--- src/rtl/alle_pkg.sv ---
// shared types and constants for the array linked list engine
package alle_pkg;

    localparam int POOL_DEPTH = 64;
    localparam int IDX_W      = $clog2(POOL_DEPTH);
    localparam int CNT_W      = $clog2(POOL_DEPTH + 1);
    localparam int LINK_W     = 7;
    localparam int VAL_W      = 32;
    localparam int POS_W      = 7;

    localparam logic [LINK_W-1:0] NULL_LINK = {LINK_W{1'b1}};

    typedef enum logic [1:0] {
        OP_INS_HEAD  = 2'd0,
        OP_DEL_AFTER = 2'd1,
        OP_INS_AFTER = 2'd2,
        OP_DUMP      = 2'd3
    } t_op;

    typedef enum logic [1:0] {
        ST_OK      = 2'd0,
        ST_FULL    = 2'd1,
        ST_BAD_POS = 2'd2,
        ST_NONE    = 2'd3
    } t_status;

    typedef enum logic [3:0] {
        S_IDLE,
        S_EXEC,
        S_INS_LINK,
        S_INS_FIX,
        S_DEL_HEAD,
        S_DEL_NEXT,
        S_DEL_SKIP,
        S_DUMP_EMIT
    } t_state;

    typedef enum logic [1:0] {
        RA_REF,
        RA_HEAD,
        RA_RLINK
    } t_rd_sel;

    typedef enum logic {
        WA_ALLOC,
        WA_REF
    } t_wa_sel;

    typedef enum logic [1:0] {
        WD_HEAD,
        WD_RLINK,
        WD_ALLOC
    } t_wd_sel;

    typedef enum logic {
        HEAD_ALLOC,
        HEAD_RLINK
    } t_head_sel;

    typedef struct packed {
        t_op                     op;
        logic [POS_W-1:0]        position;
        logic signed [VAL_W-1:0] item_value;
    } t_in_item;

    typedef struct packed {
        logic signed [VAL_W-1:0] out_value;
        logic                    has_value;
        t_status                 status;
        logic                    last;
    } t_out_item;

    // controller to datapath
    typedef struct packed {
        logic      load;
        logic      rd_en;
        t_rd_sel   rd_sel;
        logic      val_we;
        logic      link_we;
        t_wa_sel   wa_sel;
        t_wd_sel   wd_sel;
        logic      head_we;
        t_head_sel head_sel;
        logic      alloc_inc;
        logic      cnt_clr;
        logic      cnt_inc;
        logic      emit;
        logic      emit_has;
        t_status   emit_status;
        logic      emit_last;
    } t_dp_cmd;

    // datapath to controller
    typedef struct packed {
        t_op  op;
        logic pos_zero;
        logic pos_gt_alloc;
        logic full;
        logic head_null;
        logic rlink_null;
        logic dump_empty;
        logic dump_more;
    } t_dp_stat;

endpackage

--- src/rtl/alle_dp.sv ---
// datapath: node pool memories, head and allocation registers, result register
module alle_dp (
    input  logic              i_clk,
    input  logic              i_rst_n,
    input  alle_pkg::t_in_item i_item,
    input  alle_pkg::t_dp_cmd  i_cmd,
    output alle_pkg::t_dp_stat o_stat,
    output logic               o_valid,
    output alle_pkg::t_out_item o_result
);
    import alle_pkg::*;

    logic signed [VAL_W-1:0] r_node_values [POOL_DEPTH];
    logic [LINK_W-1:0]       r_node_links  [POOL_DEPTH];

    t_in_item                r_req;
    logic [LINK_W-1:0]       r_head;
    logic [CNT_W-1:0]        r_alloc;
    logic [CNT_W-1:0]        r_cnt;
    logic signed [VAL_W-1:0] r_rd_value;
    logic [LINK_W-1:0]       r_rd_link;
    logic                    r_out_vld;
    t_out_item               r_out;

    logic [POS_W-1:0]  ref_full;
    logic [IDX_W-1:0]  ref_idx;
    logic [IDX_W-1:0]  alloc_idx;
    logic [IDX_W-1:0]  rd_addr;
    logic [IDX_W-1:0]  wr_addr;
    logic [LINK_W-1:0] wr_link;
    logic [LINK_W-1:0] alloc_link;
    logic [LINK_W-1:0] pool_link;
    t_out_item         n_out;

    assign ref_full   = r_req.position - POS_W'(1);
    assign ref_idx    = ref_full[IDX_W-1:0];
    assign alloc_idx  = r_alloc[IDX_W-1:0];
    assign alloc_link = LINK_W'(r_alloc);
    assign pool_link  = LINK_W'(POOL_DEPTH);

    always_comb begin
        unique case (i_cmd.rd_sel)
            RA_REF:   rd_addr = ref_idx;
            RA_HEAD:  rd_addr = r_head[IDX_W-1:0];
            RA_RLINK: rd_addr = r_rd_link[IDX_W-1:0];
            default:  rd_addr = ref_idx;
        endcase
    end

    always_comb begin
        unique case (i_cmd.wa_sel)
            WA_ALLOC: wr_addr = alloc_idx;
            WA_REF:   wr_addr = ref_idx;
            default:  wr_addr = alloc_idx;
        endcase
        unique case (i_cmd.wd_sel)
            WD_HEAD:  wr_link = r_head;
            WD_RLINK: wr_link = r_rd_link;
            WD_ALLOC: wr_link = alloc_link;
            default:  wr_link = r_head;
        endcase
    end

    // pool memories, one read and one write port each
    always_ff @(posedge i_clk) begin
        if (i_cmd.val_we) begin
            r_node_values[alloc_idx] <= r_req.item_value;
        end
        if (i_cmd.link_we) begin
            r_node_links[wr_addr] <= wr_link;
        end
        if (i_cmd.rd_en) begin
            r_rd_value <= r_node_values[rd_addr];
            r_rd_link  <= r_node_links[rd_addr];
        end
    end

    always_ff @(posedge i_clk) begin
        if (i_cmd.load) begin
            r_req <= i_item;
        end
    end

    always_ff @(posedge i_clk) begin
        if (!i_rst_n) begin
            r_head  <= NULL_LINK;
            r_alloc <= '0;
        end else begin
            if (i_cmd.head_we) begin
                r_head <= (i_cmd.head_sel == HEAD_ALLOC) ? alloc_link : r_rd_link;
            end
            if (i_cmd.alloc_inc) begin
                r_alloc <= r_alloc + CNT_W'(1);
            end
        end
    end

    always_ff @(posedge i_clk) begin
        if (i_cmd.cnt_clr) begin
            r_cnt <= '0;
        end else if (i_cmd.cnt_inc) begin
            r_cnt <= r_cnt + CNT_W'(1);
        end
    end

    always_comb begin
        n_out.out_value = i_cmd.emit_has ? r_rd_value : '0;
        n_out.has_value = i_cmd.emit_has;
        n_out.status    = i_cmd.emit_status;
        n_out.last      = i_cmd.emit_last;
    end

    always_ff @(posedge i_clk) begin
        if (!i_rst_n) begin
            r_out_vld <= 1'b0;
        end else begin
            r_out_vld <= i_cmd.emit;
        end
    end

    always_ff @(posedge i_clk) begin
        if (i_cmd.emit) begin
            r_out <= n_out;
        end
    end

    always_comb begin
        o_stat.op           = r_req.op;
        o_stat.pos_zero     = (r_req.position == '0);
        o_stat.pos_gt_alloc = (r_req.position > POS_W'(r_alloc));
        o_stat.full         = (r_alloc >= CNT_W'(POOL_DEPTH));
        o_stat.head_null    = (r_head >= pool_link);
        o_stat.rlink_null   = (r_rd_link >= pool_link);
        o_stat.dump_empty   = (r_head >= pool_link) || (r_head >= alloc_link);
        // walk continues while the next link names an allocated node and room is left
        o_stat.dump_more    = (r_rd_link < pool_link) && (r_rd_link < alloc_link)
                              && (r_cnt < CNT_W'(POOL_DEPTH - 1));
    end

    assign o_valid  = r_out_vld;
    assign o_result = r_out;

endmodule

--- src/rtl/alle_ctrl.sv ---
// controller: operation sequencing state machine
module alle_ctrl (
    input  logic               i_clk,
    input  logic               i_rst_n,
    input  logic               start,
    input  alle_pkg::t_dp_stat i_stat,
    output logic               busy,
    output alle_pkg::t_dp_cmd  o_cmd
);
    import alle_pkg::*;

    t_state r_state;
    t_state n_state;

    always_ff @(posedge i_clk) begin
        if (!i_rst_n) begin
            r_state <= S_IDLE;
        end else begin
            r_state <= n_state;
        end
    end

    always_comb begin
        n_state = r_state;
        unique case (r_state)
            S_IDLE: begin
                if (start) n_state = S_EXEC;
            end
            S_EXEC: begin
                unique case (i_stat.op)
                    OP_INS_HEAD: n_state = S_IDLE;
                    OP_INS_AFTER: begin
                        if (i_stat.pos_zero || i_stat.pos_gt_alloc || i_stat.full) begin
                            n_state = S_IDLE;
                        end else begin
                            n_state = S_INS_LINK;
                        end
                    end
                    OP_DEL_AFTER: begin
                        priority if (i_stat.pos_gt_alloc) n_state = S_IDLE;
                        else if (i_stat.pos_zero) begin
                            n_state = i_stat.head_null ? S_IDLE : S_DEL_HEAD;
                        end else n_state = S_DEL_NEXT;
                    end
                    OP_DUMP: n_state = i_stat.dump_empty ? S_IDLE : S_DUMP_EMIT;
                    default: n_state = S_IDLE;
                endcase
            end
            S_INS_LINK:  n_state = S_INS_FIX;
            S_INS_FIX:   n_state = S_IDLE;
            S_DEL_HEAD:  n_state = S_IDLE;
            S_DEL_NEXT:  n_state = i_stat.rlink_null ? S_IDLE : S_DEL_SKIP;
            S_DEL_SKIP:  n_state = S_IDLE;
            S_DUMP_EMIT: n_state = i_stat.dump_more ? S_DUMP_EMIT : S_IDLE;
            default:     n_state = S_IDLE;
        endcase
    end

    always_comb begin
        o_cmd             = '0;
        o_cmd.rd_sel      = RA_REF;
        o_cmd.wa_sel      = WA_ALLOC;
        o_cmd.wd_sel      = WD_HEAD;
        o_cmd.head_sel    = HEAD_ALLOC;
        o_cmd.emit_status = ST_OK;
        busy              = (r_state != S_IDLE);
        unique case (r_state)
            S_IDLE: begin
                o_cmd.load = start;
            end
            S_EXEC: begin
                unique case (i_stat.op)
                    OP_INS_HEAD: begin
                        o_cmd.emit      = 1'b1;
                        o_cmd.emit_last = 1'b1;
                        if (i_stat.full) begin
                            o_cmd.emit_status = ST_FULL;
                        end else begin
                            o_cmd.val_we    = 1'b1;
                            o_cmd.link_we   = 1'b1;
                            o_cmd.wa_sel    = WA_ALLOC;
                            o_cmd.wd_sel    = WD_HEAD;
                            o_cmd.head_we   = 1'b1;
                            o_cmd.head_sel  = HEAD_ALLOC;
                            o_cmd.alloc_inc = 1'b1;
                        end
                    end
                    OP_INS_AFTER: begin
                        priority if (i_stat.pos_zero || i_stat.pos_gt_alloc) begin
                            o_cmd.emit        = 1'b1;
                            o_cmd.emit_last   = 1'b1;
                            o_cmd.emit_status = ST_BAD_POS;
                        end else if (i_stat.full) begin
                            o_cmd.emit        = 1'b1;
                            o_cmd.emit_last   = 1'b1;
                            o_cmd.emit_status = ST_FULL;
                        end else begin
                            o_cmd.rd_en  = 1'b1;
                            o_cmd.rd_sel = RA_REF;
                        end
                    end
                    OP_DEL_AFTER: begin
                        priority if (i_stat.pos_gt_alloc) begin
                            o_cmd.emit        = 1'b1;
                            o_cmd.emit_last   = 1'b1;
                            o_cmd.emit_status = ST_BAD_POS;
                        end else if (i_stat.pos_zero) begin
                            if (i_stat.head_null) begin
                                o_cmd.emit        = 1'b1;
                                o_cmd.emit_last   = 1'b1;
                                o_cmd.emit_status = ST_NONE;
                            end else begin
                                o_cmd.rd_en  = 1'b1;
                                o_cmd.rd_sel = RA_HEAD;
                            end
                        end else begin
                            o_cmd.rd_en  = 1'b1;
                            o_cmd.rd_sel = RA_REF;
                        end
                    end
                    OP_DUMP: begin
                        if (i_stat.dump_empty) begin
                            o_cmd.emit      = 1'b1;
                            o_cmd.emit_last = 1'b1;
                        end else begin
                            o_cmd.rd_en   = 1'b1;
                            o_cmd.rd_sel  = RA_HEAD;
                            o_cmd.cnt_clr = 1'b1;
                        end
                    end
                    default: begin
                        o_cmd.emit      = 1'b1;
                        o_cmd.emit_last = 1'b1;
                    end
                endcase
            end
            S_INS_LINK: begin
                // new node takes over the reference node's successor
                o_cmd.val_we  = 1'b1;
                o_cmd.link_we = 1'b1;
                o_cmd.wa_sel  = WA_ALLOC;
                o_cmd.wd_sel  = WD_RLINK;
            end
            S_INS_FIX: begin
                o_cmd.link_we   = 1'b1;
                o_cmd.wa_sel    = WA_REF;
                o_cmd.wd_sel    = WD_ALLOC;
                o_cmd.alloc_inc = 1'b1;
                o_cmd.emit      = 1'b1;
                o_cmd.emit_last = 1'b1;
            end
            S_DEL_HEAD: begin
                o_cmd.head_we   = 1'b1;
                o_cmd.head_sel  = HEAD_RLINK;
                o_cmd.emit      = 1'b1;
                o_cmd.emit_last = 1'b1;
            end
            S_DEL_NEXT: begin
                if (i_stat.rlink_null) begin
                    o_cmd.emit        = 1'b1;
                    o_cmd.emit_last   = 1'b1;
                    o_cmd.emit_status = ST_NONE;
                end else begin
                    o_cmd.rd_en  = 1'b1;
                    o_cmd.rd_sel = RA_RLINK;
                end
            end
            S_DEL_SKIP: begin
                o_cmd.link_we   = 1'b1;
                o_cmd.wa_sel    = WA_REF;
                o_cmd.wd_sel    = WD_RLINK;
                o_cmd.emit      = 1'b1;
                o_cmd.emit_last = 1'b1;
            end
            S_DUMP_EMIT: begin
                o_cmd.emit      = 1'b1;
                o_cmd.emit_has  = 1'b1;
                o_cmd.emit_last = !i_stat.dump_more;
                o_cmd.cnt_inc   = 1'b1;
                // fetch the next node straight from the link just read
                o_cmd.rd_en     = i_stat.dump_more;
                o_cmd.rd_sel    = RA_RLINK;
            end
            default: begin
                o_cmd.load = 1'b0;
            end
        endcase
    end

endmodule

--- src/rtl/array_linked_list_engine.sv ---
// array linked list engine: insert at head and rejected requests finish in the execute state;
// delete head reads the head node, then moves the head; delete after node reads the reference
// node, then its successor if any, then relinks; insert after reads the reference node, writes
// the new node, then links it in; dump reads the head node, then emits one value per cycle
// (empty list: one result). start is taken again in the cycle the final result shows; results
// cannot be stalled. synchronous active-low reset empties the list; pool memories are not cleared.
module array_linked_list_engine (
    input  logic                i_clk,
    input  logic                i_rst_n,
    input  logic                start,
    input  alle_pkg::t_in_item  i_item,
    output logic                busy,
    output logic                o_valid,
    output alle_pkg::t_out_item o_result
);
    import alle_pkg::*;

    t_dp_cmd  cmd;
    t_dp_stat stat;

    alle_ctrl u_ctrl (
        .i_clk   (i_clk),
        .i_rst_n (i_rst_n),
        .start   (start),
        .i_stat  (stat),
        .busy    (busy),
        .o_cmd   (cmd)
    );

    alle_dp u_dp (
        .i_clk    (i_clk),
        .i_rst_n  (i_rst_n),
        .i_item   (i_item),
        .i_cmd    (cmd),
        .o_stat   (stat),
        .o_valid  (o_valid),
        .o_result (o_result)
    );

    a_accept_busy: assert property (@(posedge i_clk) disable iff (!i_rst_n)
        (start && !busy) |=> busy)
        else $error("accepted transfer did not raise busy");

    a_last_idle: assert property (@(posedge i_clk) disable iff (!i_rst_n)
        (o_valid && o_result.last) |-> !busy)
        else $error("final result shown while still busy");

    a_no_value_zero: assert property (@(posedge i_clk) disable iff (!i_rst_n)
        (o_valid && !o_result.has_value) |-> (o_result.out_value == '0))
        else $error("non-element result carries a value");

    a_value_ok: assert property (@(posedge i_clk) disable iff (!i_rst_n)
        (o_valid && o_result.has_value) |-> (o_result.status == ST_OK))
        else $error("element result carries an error status");

endmodule

--- config.mk ---
export PLATFORM = sky130hd
export DESIGN_NAME = array_linked_list_engine
export DESIGN_NICKNAME = d
export VERILOG_FILES = /design/src/rtl/alle_pkg.sv /design/src/rtl/alle_dp.sv /design/src/rtl/alle_ctrl.sv /design/src/rtl/array_linked_list_engine.sv
export SDC_FILE = /design/constraint.sdc
export NUM_CORES = 2
export LEC_CHECK = 0
export ABC_AREA = 1
export ABC_CLOCK_PERIOD_IN_PS = 13100
export BUFFER_PORTS_ARGS = -buffer_cell sky130_fd_sc_hd__buf_2
export CORE_MARGIN = 2
export CORE_UTILIZATION = 40
export DETAILED_ROUTE_END_ITERATION = 6
export PLACE_DENSITY_LB_ADDON = 0.1
export SLEW_MARGIN = 20
export SYNTH_ARGS = -nofsm -noshare
export SYNTH_HDL_FRONTEND = slang
export SYNTH_SLANG_ARGS = --single-unit
--- constraint.sdc ---
create_clock -name i_clk -period 13.1 [get_ports i_clk]
set_clock_uncertainty 0.1 [all_clocks]
set_input_delay 2.62 -clock i_clk [delete_from_list [all_inputs] [get_ports i_clk]]
set_output_delay 2.62 -clock i_clk [all_outputs]
set_load 0.02 [all_outputs]
==> results.sh <==
export IMPL_status="complete, no violations"
export IMPL_ys_types=40
export IMPL_die_h_um=541
export IMPL_holdBufCountCts=0
export IMPL_cts_path_max_buffers=4
export IMPL_rows=197
export IMPL_crit_path_end_kind="flip-flop"
export IMPL_startpoint_type="flip-flop"
export IMPL_drt_iter0_drc=7891
export IMPL_clockRootBuffer="clkbuf_16"
export IMPL_synth_ff_type="edfxtp_1"
export IMPL_drt_met1_wl_um=162000
export IMPL_vias=77500
export IMPL_placed_cells=13700
export IMPL_synth_enable_flop_cells=2612
export IMPL_die_w_um=541
export IMPL_globalplace_congestion=0.810
export IMPL_die_area_sq_um=293000
export IMPL_synth_area_leaders="edfxtp_1, nand3_1, nand3b_1, nand2_1, inv_1"
export IMPL_worst_path_max_fanout=151
export IMPL_cts_sinks=2637
export IMPL_ant_nets=0
export IMPL_fill_cells=26300
export IMPL_overflow=0
export IMPL_multiInputGateArea_sq_um=28800
export IMPL_post_cts_resized=0
export IMPL_drt_first_pass_iters=6
export IMPL_peakVddDrop_mv=0.0879
export IMPL_wl_met3_um=22400
export IMPL_period_needed_ns=8.27
export IMPL_ios=82
export IMPL_ys_ff_latch=2637
export IMPL_worst_endpoint_required_ns=13.64
export IMPL_stdcell_area_sq_um=129000
export IMPL_crit_arrival_ns=8.81
export IMPL_p_leak_nw=49.2
export IMPL_routed_wl_um=368000
export IMPL_synth_async_reset_ratio_pct=0
export IMPL_grt_antenna_before_repair=15
export IMPL_met2_wirelength_um=173000
export IMPL_dp_hpwl_um=185000
export IMPL_clk_latency_ns=0.91
export IMPL_power_density_nw_per_um2=150
export IMPL_relSlewSlack_pct=22.9
export IMPL_finalSetupViolations=0
export IMPL_grt_setup_unrepaired="no"
export IMPL_grt_max_degree=187
export IMPL_core_area_sq_um=288000
export IMPL_max_freq_mhz=121
export IMPL_maxCapViolations=0
export IMPL_hold_class="flip-flop to flip-flop"
export IMPL_initial_utilization_pct=40.1
export IMPL_ys_warn_count=0
export IMPL_hold_viol=0
export IMPL_syn_to_final_growth_pct=12.1
export IMPL_synthCells=10300
export IMPL_syn_area_sq_um=115000
export IMPL_yosysSeqAreaShare_pct=68.4
export IMPL_highest_layer="met5"
export IMPL_htree_num_levels=5
export IMPL_grt_util_all_layers_pct=24.6
export IMPL_synth_area_leader_cell="edfxtp_1"
export IMPL_worstMarginPinSlew_ns=1.16
export IMPL_fin_crit_sh_pct=63.1
export IMPL_layout_cells_non_filler=14200
export IMPL_grt_pass1_wl_um=531000
export IMPL_register_area_sq_um=78900
export IMPL_worstSetupPathType="flip-flop to flip-flop"
export IMPL_cts_setup_buffers=0
export IMPL_drc=0
export IMPL_synth_top_area_share_pct=67.9
export IMPL_avgRoutedWirePerCell_um=25.9
export IMPL_cts_made_buffers=296
export IMPL_vias_per_cell=5.45
export IMPL_tns_ns=0
export IMPL_slew_viol_final=0
export IMPL_grt_pass1_vias=74800
export IMPL_syn_num_nets=10400
export IMPL_io_buffers=81
export IMPL_drive_above_1_share_pct=7.43
export IMPL_finalNetCount=10300
export IMPL_placed_area_sq_um=120000
export IMPL_path_clk_slew_ns=0.06
export IMPL_syn_avg_cell_area_sq_um=11.2
export IMPL_cts_tree="built"
sequential cells by signal, indices dropped and copies added, names as in the netlist, 32 cells and up:
| register | flops |
|---|---|
| u_dp.r_rd_value | 32 |
| u_dp.r_node_values | 2048 |
| u_dp.r_req | 39 |
| u_dp.r_node_links | 448 |
| u_dp.o_result | 36 |
critical path: stages, from the launching register on:
cell and delay, ns:
dfxtp_1 0.53, clkinv_1 0.54, ha_1 0.52, nand2_1 0.05, o21ai_0 0.15, nand2_1 0.07
nand2_1 0.06, nand2_1 0.15, nand3_1 0.13, o21ai_0 0.08, nand2_1 0.12, inv_1 0.06
ha_1 0.37, inv_2 0.17, nand3_4 0.58, buf_12 0.61, buf_4 0.88, buf_4 0.92
nand3_1 0.15, nand3_1 0.14, nand3_1 0.09, nand3_1 0.13, nand3_1 0.39, nand3_1 0.51
nand2_1 0.12
metal layers:
metal,up-vias,global-route usage [%]
met4,2,7.59
met3,523,3.19
li1,35400,-
met5,-,0
met2,2622,40.1
met1,39000,34.3
per-stage QoR:
stage	total power, mW	hold slack (ns)	setup slack (ns)	util [%]
after floorplan	10.7	0.353	8.19	-
after global placement	11.5	0.392	5.08	41.8
after CTS	19.6	0.413	4.88	45.0
final	19.4	0.409	4.83	45.0
after detailed placement	11.5	0.401	4.92	41.8
after global routing	20.0	0.455	4.39	45.0
layout by cell type, fill, tap and decap left out, drive strengths merged:
cell type,instances
nand3,2684
edfxtp,2612
nand2,1541
inv,1510
nand3b,935
clkbuf,370
buf,280
nor2,199
clkinv,125
ha,27
dfxtp,25
o21ai,23
bufinv,18
nand4,16
a21oi,15
o211ai,11
diode,8
o221ai,7
clkinvlp,6
or2,6
a31oi,5
xor2,5
nor3,4
o22ai,3
nor4,3
xnor2,2
o21a,1
a21boi,1
o211a,1
a21o,1
o21bai,1
and3,1
a22o,1
o2111ai,1
a221oi,1
path summary, 6_finish.rpt:
kind | end | from | cells after the start | slack [ns]
worst min-delay path | u_dp.alloc_link[6] | u_dp.alloc_link[6] | 1 | 0.41
worst max register to register | u_dp.r_rd_value[6] | u_dp.alloc_link[1] | 24 | 4.83
worst min register to register | u_dp.alloc_link[6] | u_dp.alloc_link[6] | 1 | 0.41
worst max-delay path | u_dp.r_rd_value[6] | u_dp.alloc_link[1] | 24 | 4.83
area by class of cell:
type | instances | share of cell area, %
Antenna cell | 8 | 0.0155
Clock buffer | 370 | 6.08
Clock inverter | 153 | 1.02
Inverter | 1506 | 4.39
Multi-Input combinational cell | 5495 | 22.2
Sequential cell | 2637 | 61.0
Tap cell | 3781 | 3.65
Timing Repair Buffer | 280 | 1.67
synthesized netlist by cell type (2+ instances only):
cell type  number
o21ai_2         3
or2_2           2
buf_2         181
nand3_2         6
o221ai_1        7
nand3b_1      935
nor2_2          4
buf_1         126
nor3_1          4
clkbuf_1      383
nand3_1      2678
edfxtp_1     2612
dfxtp_1        25
xnor2_1         2
o21ai_0        14
inv_1        1493
ha_1           27
xor2_1          5
inv_2           6
o22ai_1         3
o21ai_1         5
nand2_1      1541
a31oi_1         5
or2_0           4
nand4_1        16
clkinv_1        7
a21oi_1        15
nor2_1        195
o211ai_1       11
nor4_1          3
cell families (layout without fill, tap and decap cells):
family	count (synthesis)	count (layout)	share of synthesized area [%]
AND/OR/NAND/NOR	5389	5389	23.6
flip-flops	2637	2637	68.4
buffers and inverters	2196	2309	7.33
AO/OA/AOI/OAI	72	72	0.410
adder cells (fa/ha/maj)	27	27	0.293
XOR/XNOR	7	7	0.0531
other	0	8	0
where the power goes:
| part | internal [mW] | total, mW | switching [mW] | leakage, nW |
|---|---|---|---|---|
| Clock | 4.62 | 8.07 | 3.45 | 4.48 |
| Combinational | 0.458 | 1.96 | 1.51 | 21.1 |
| Sequential | 9.36 | 9.38 | 0.0162 | 23.7 |
(Power assumes the default switching activity.)
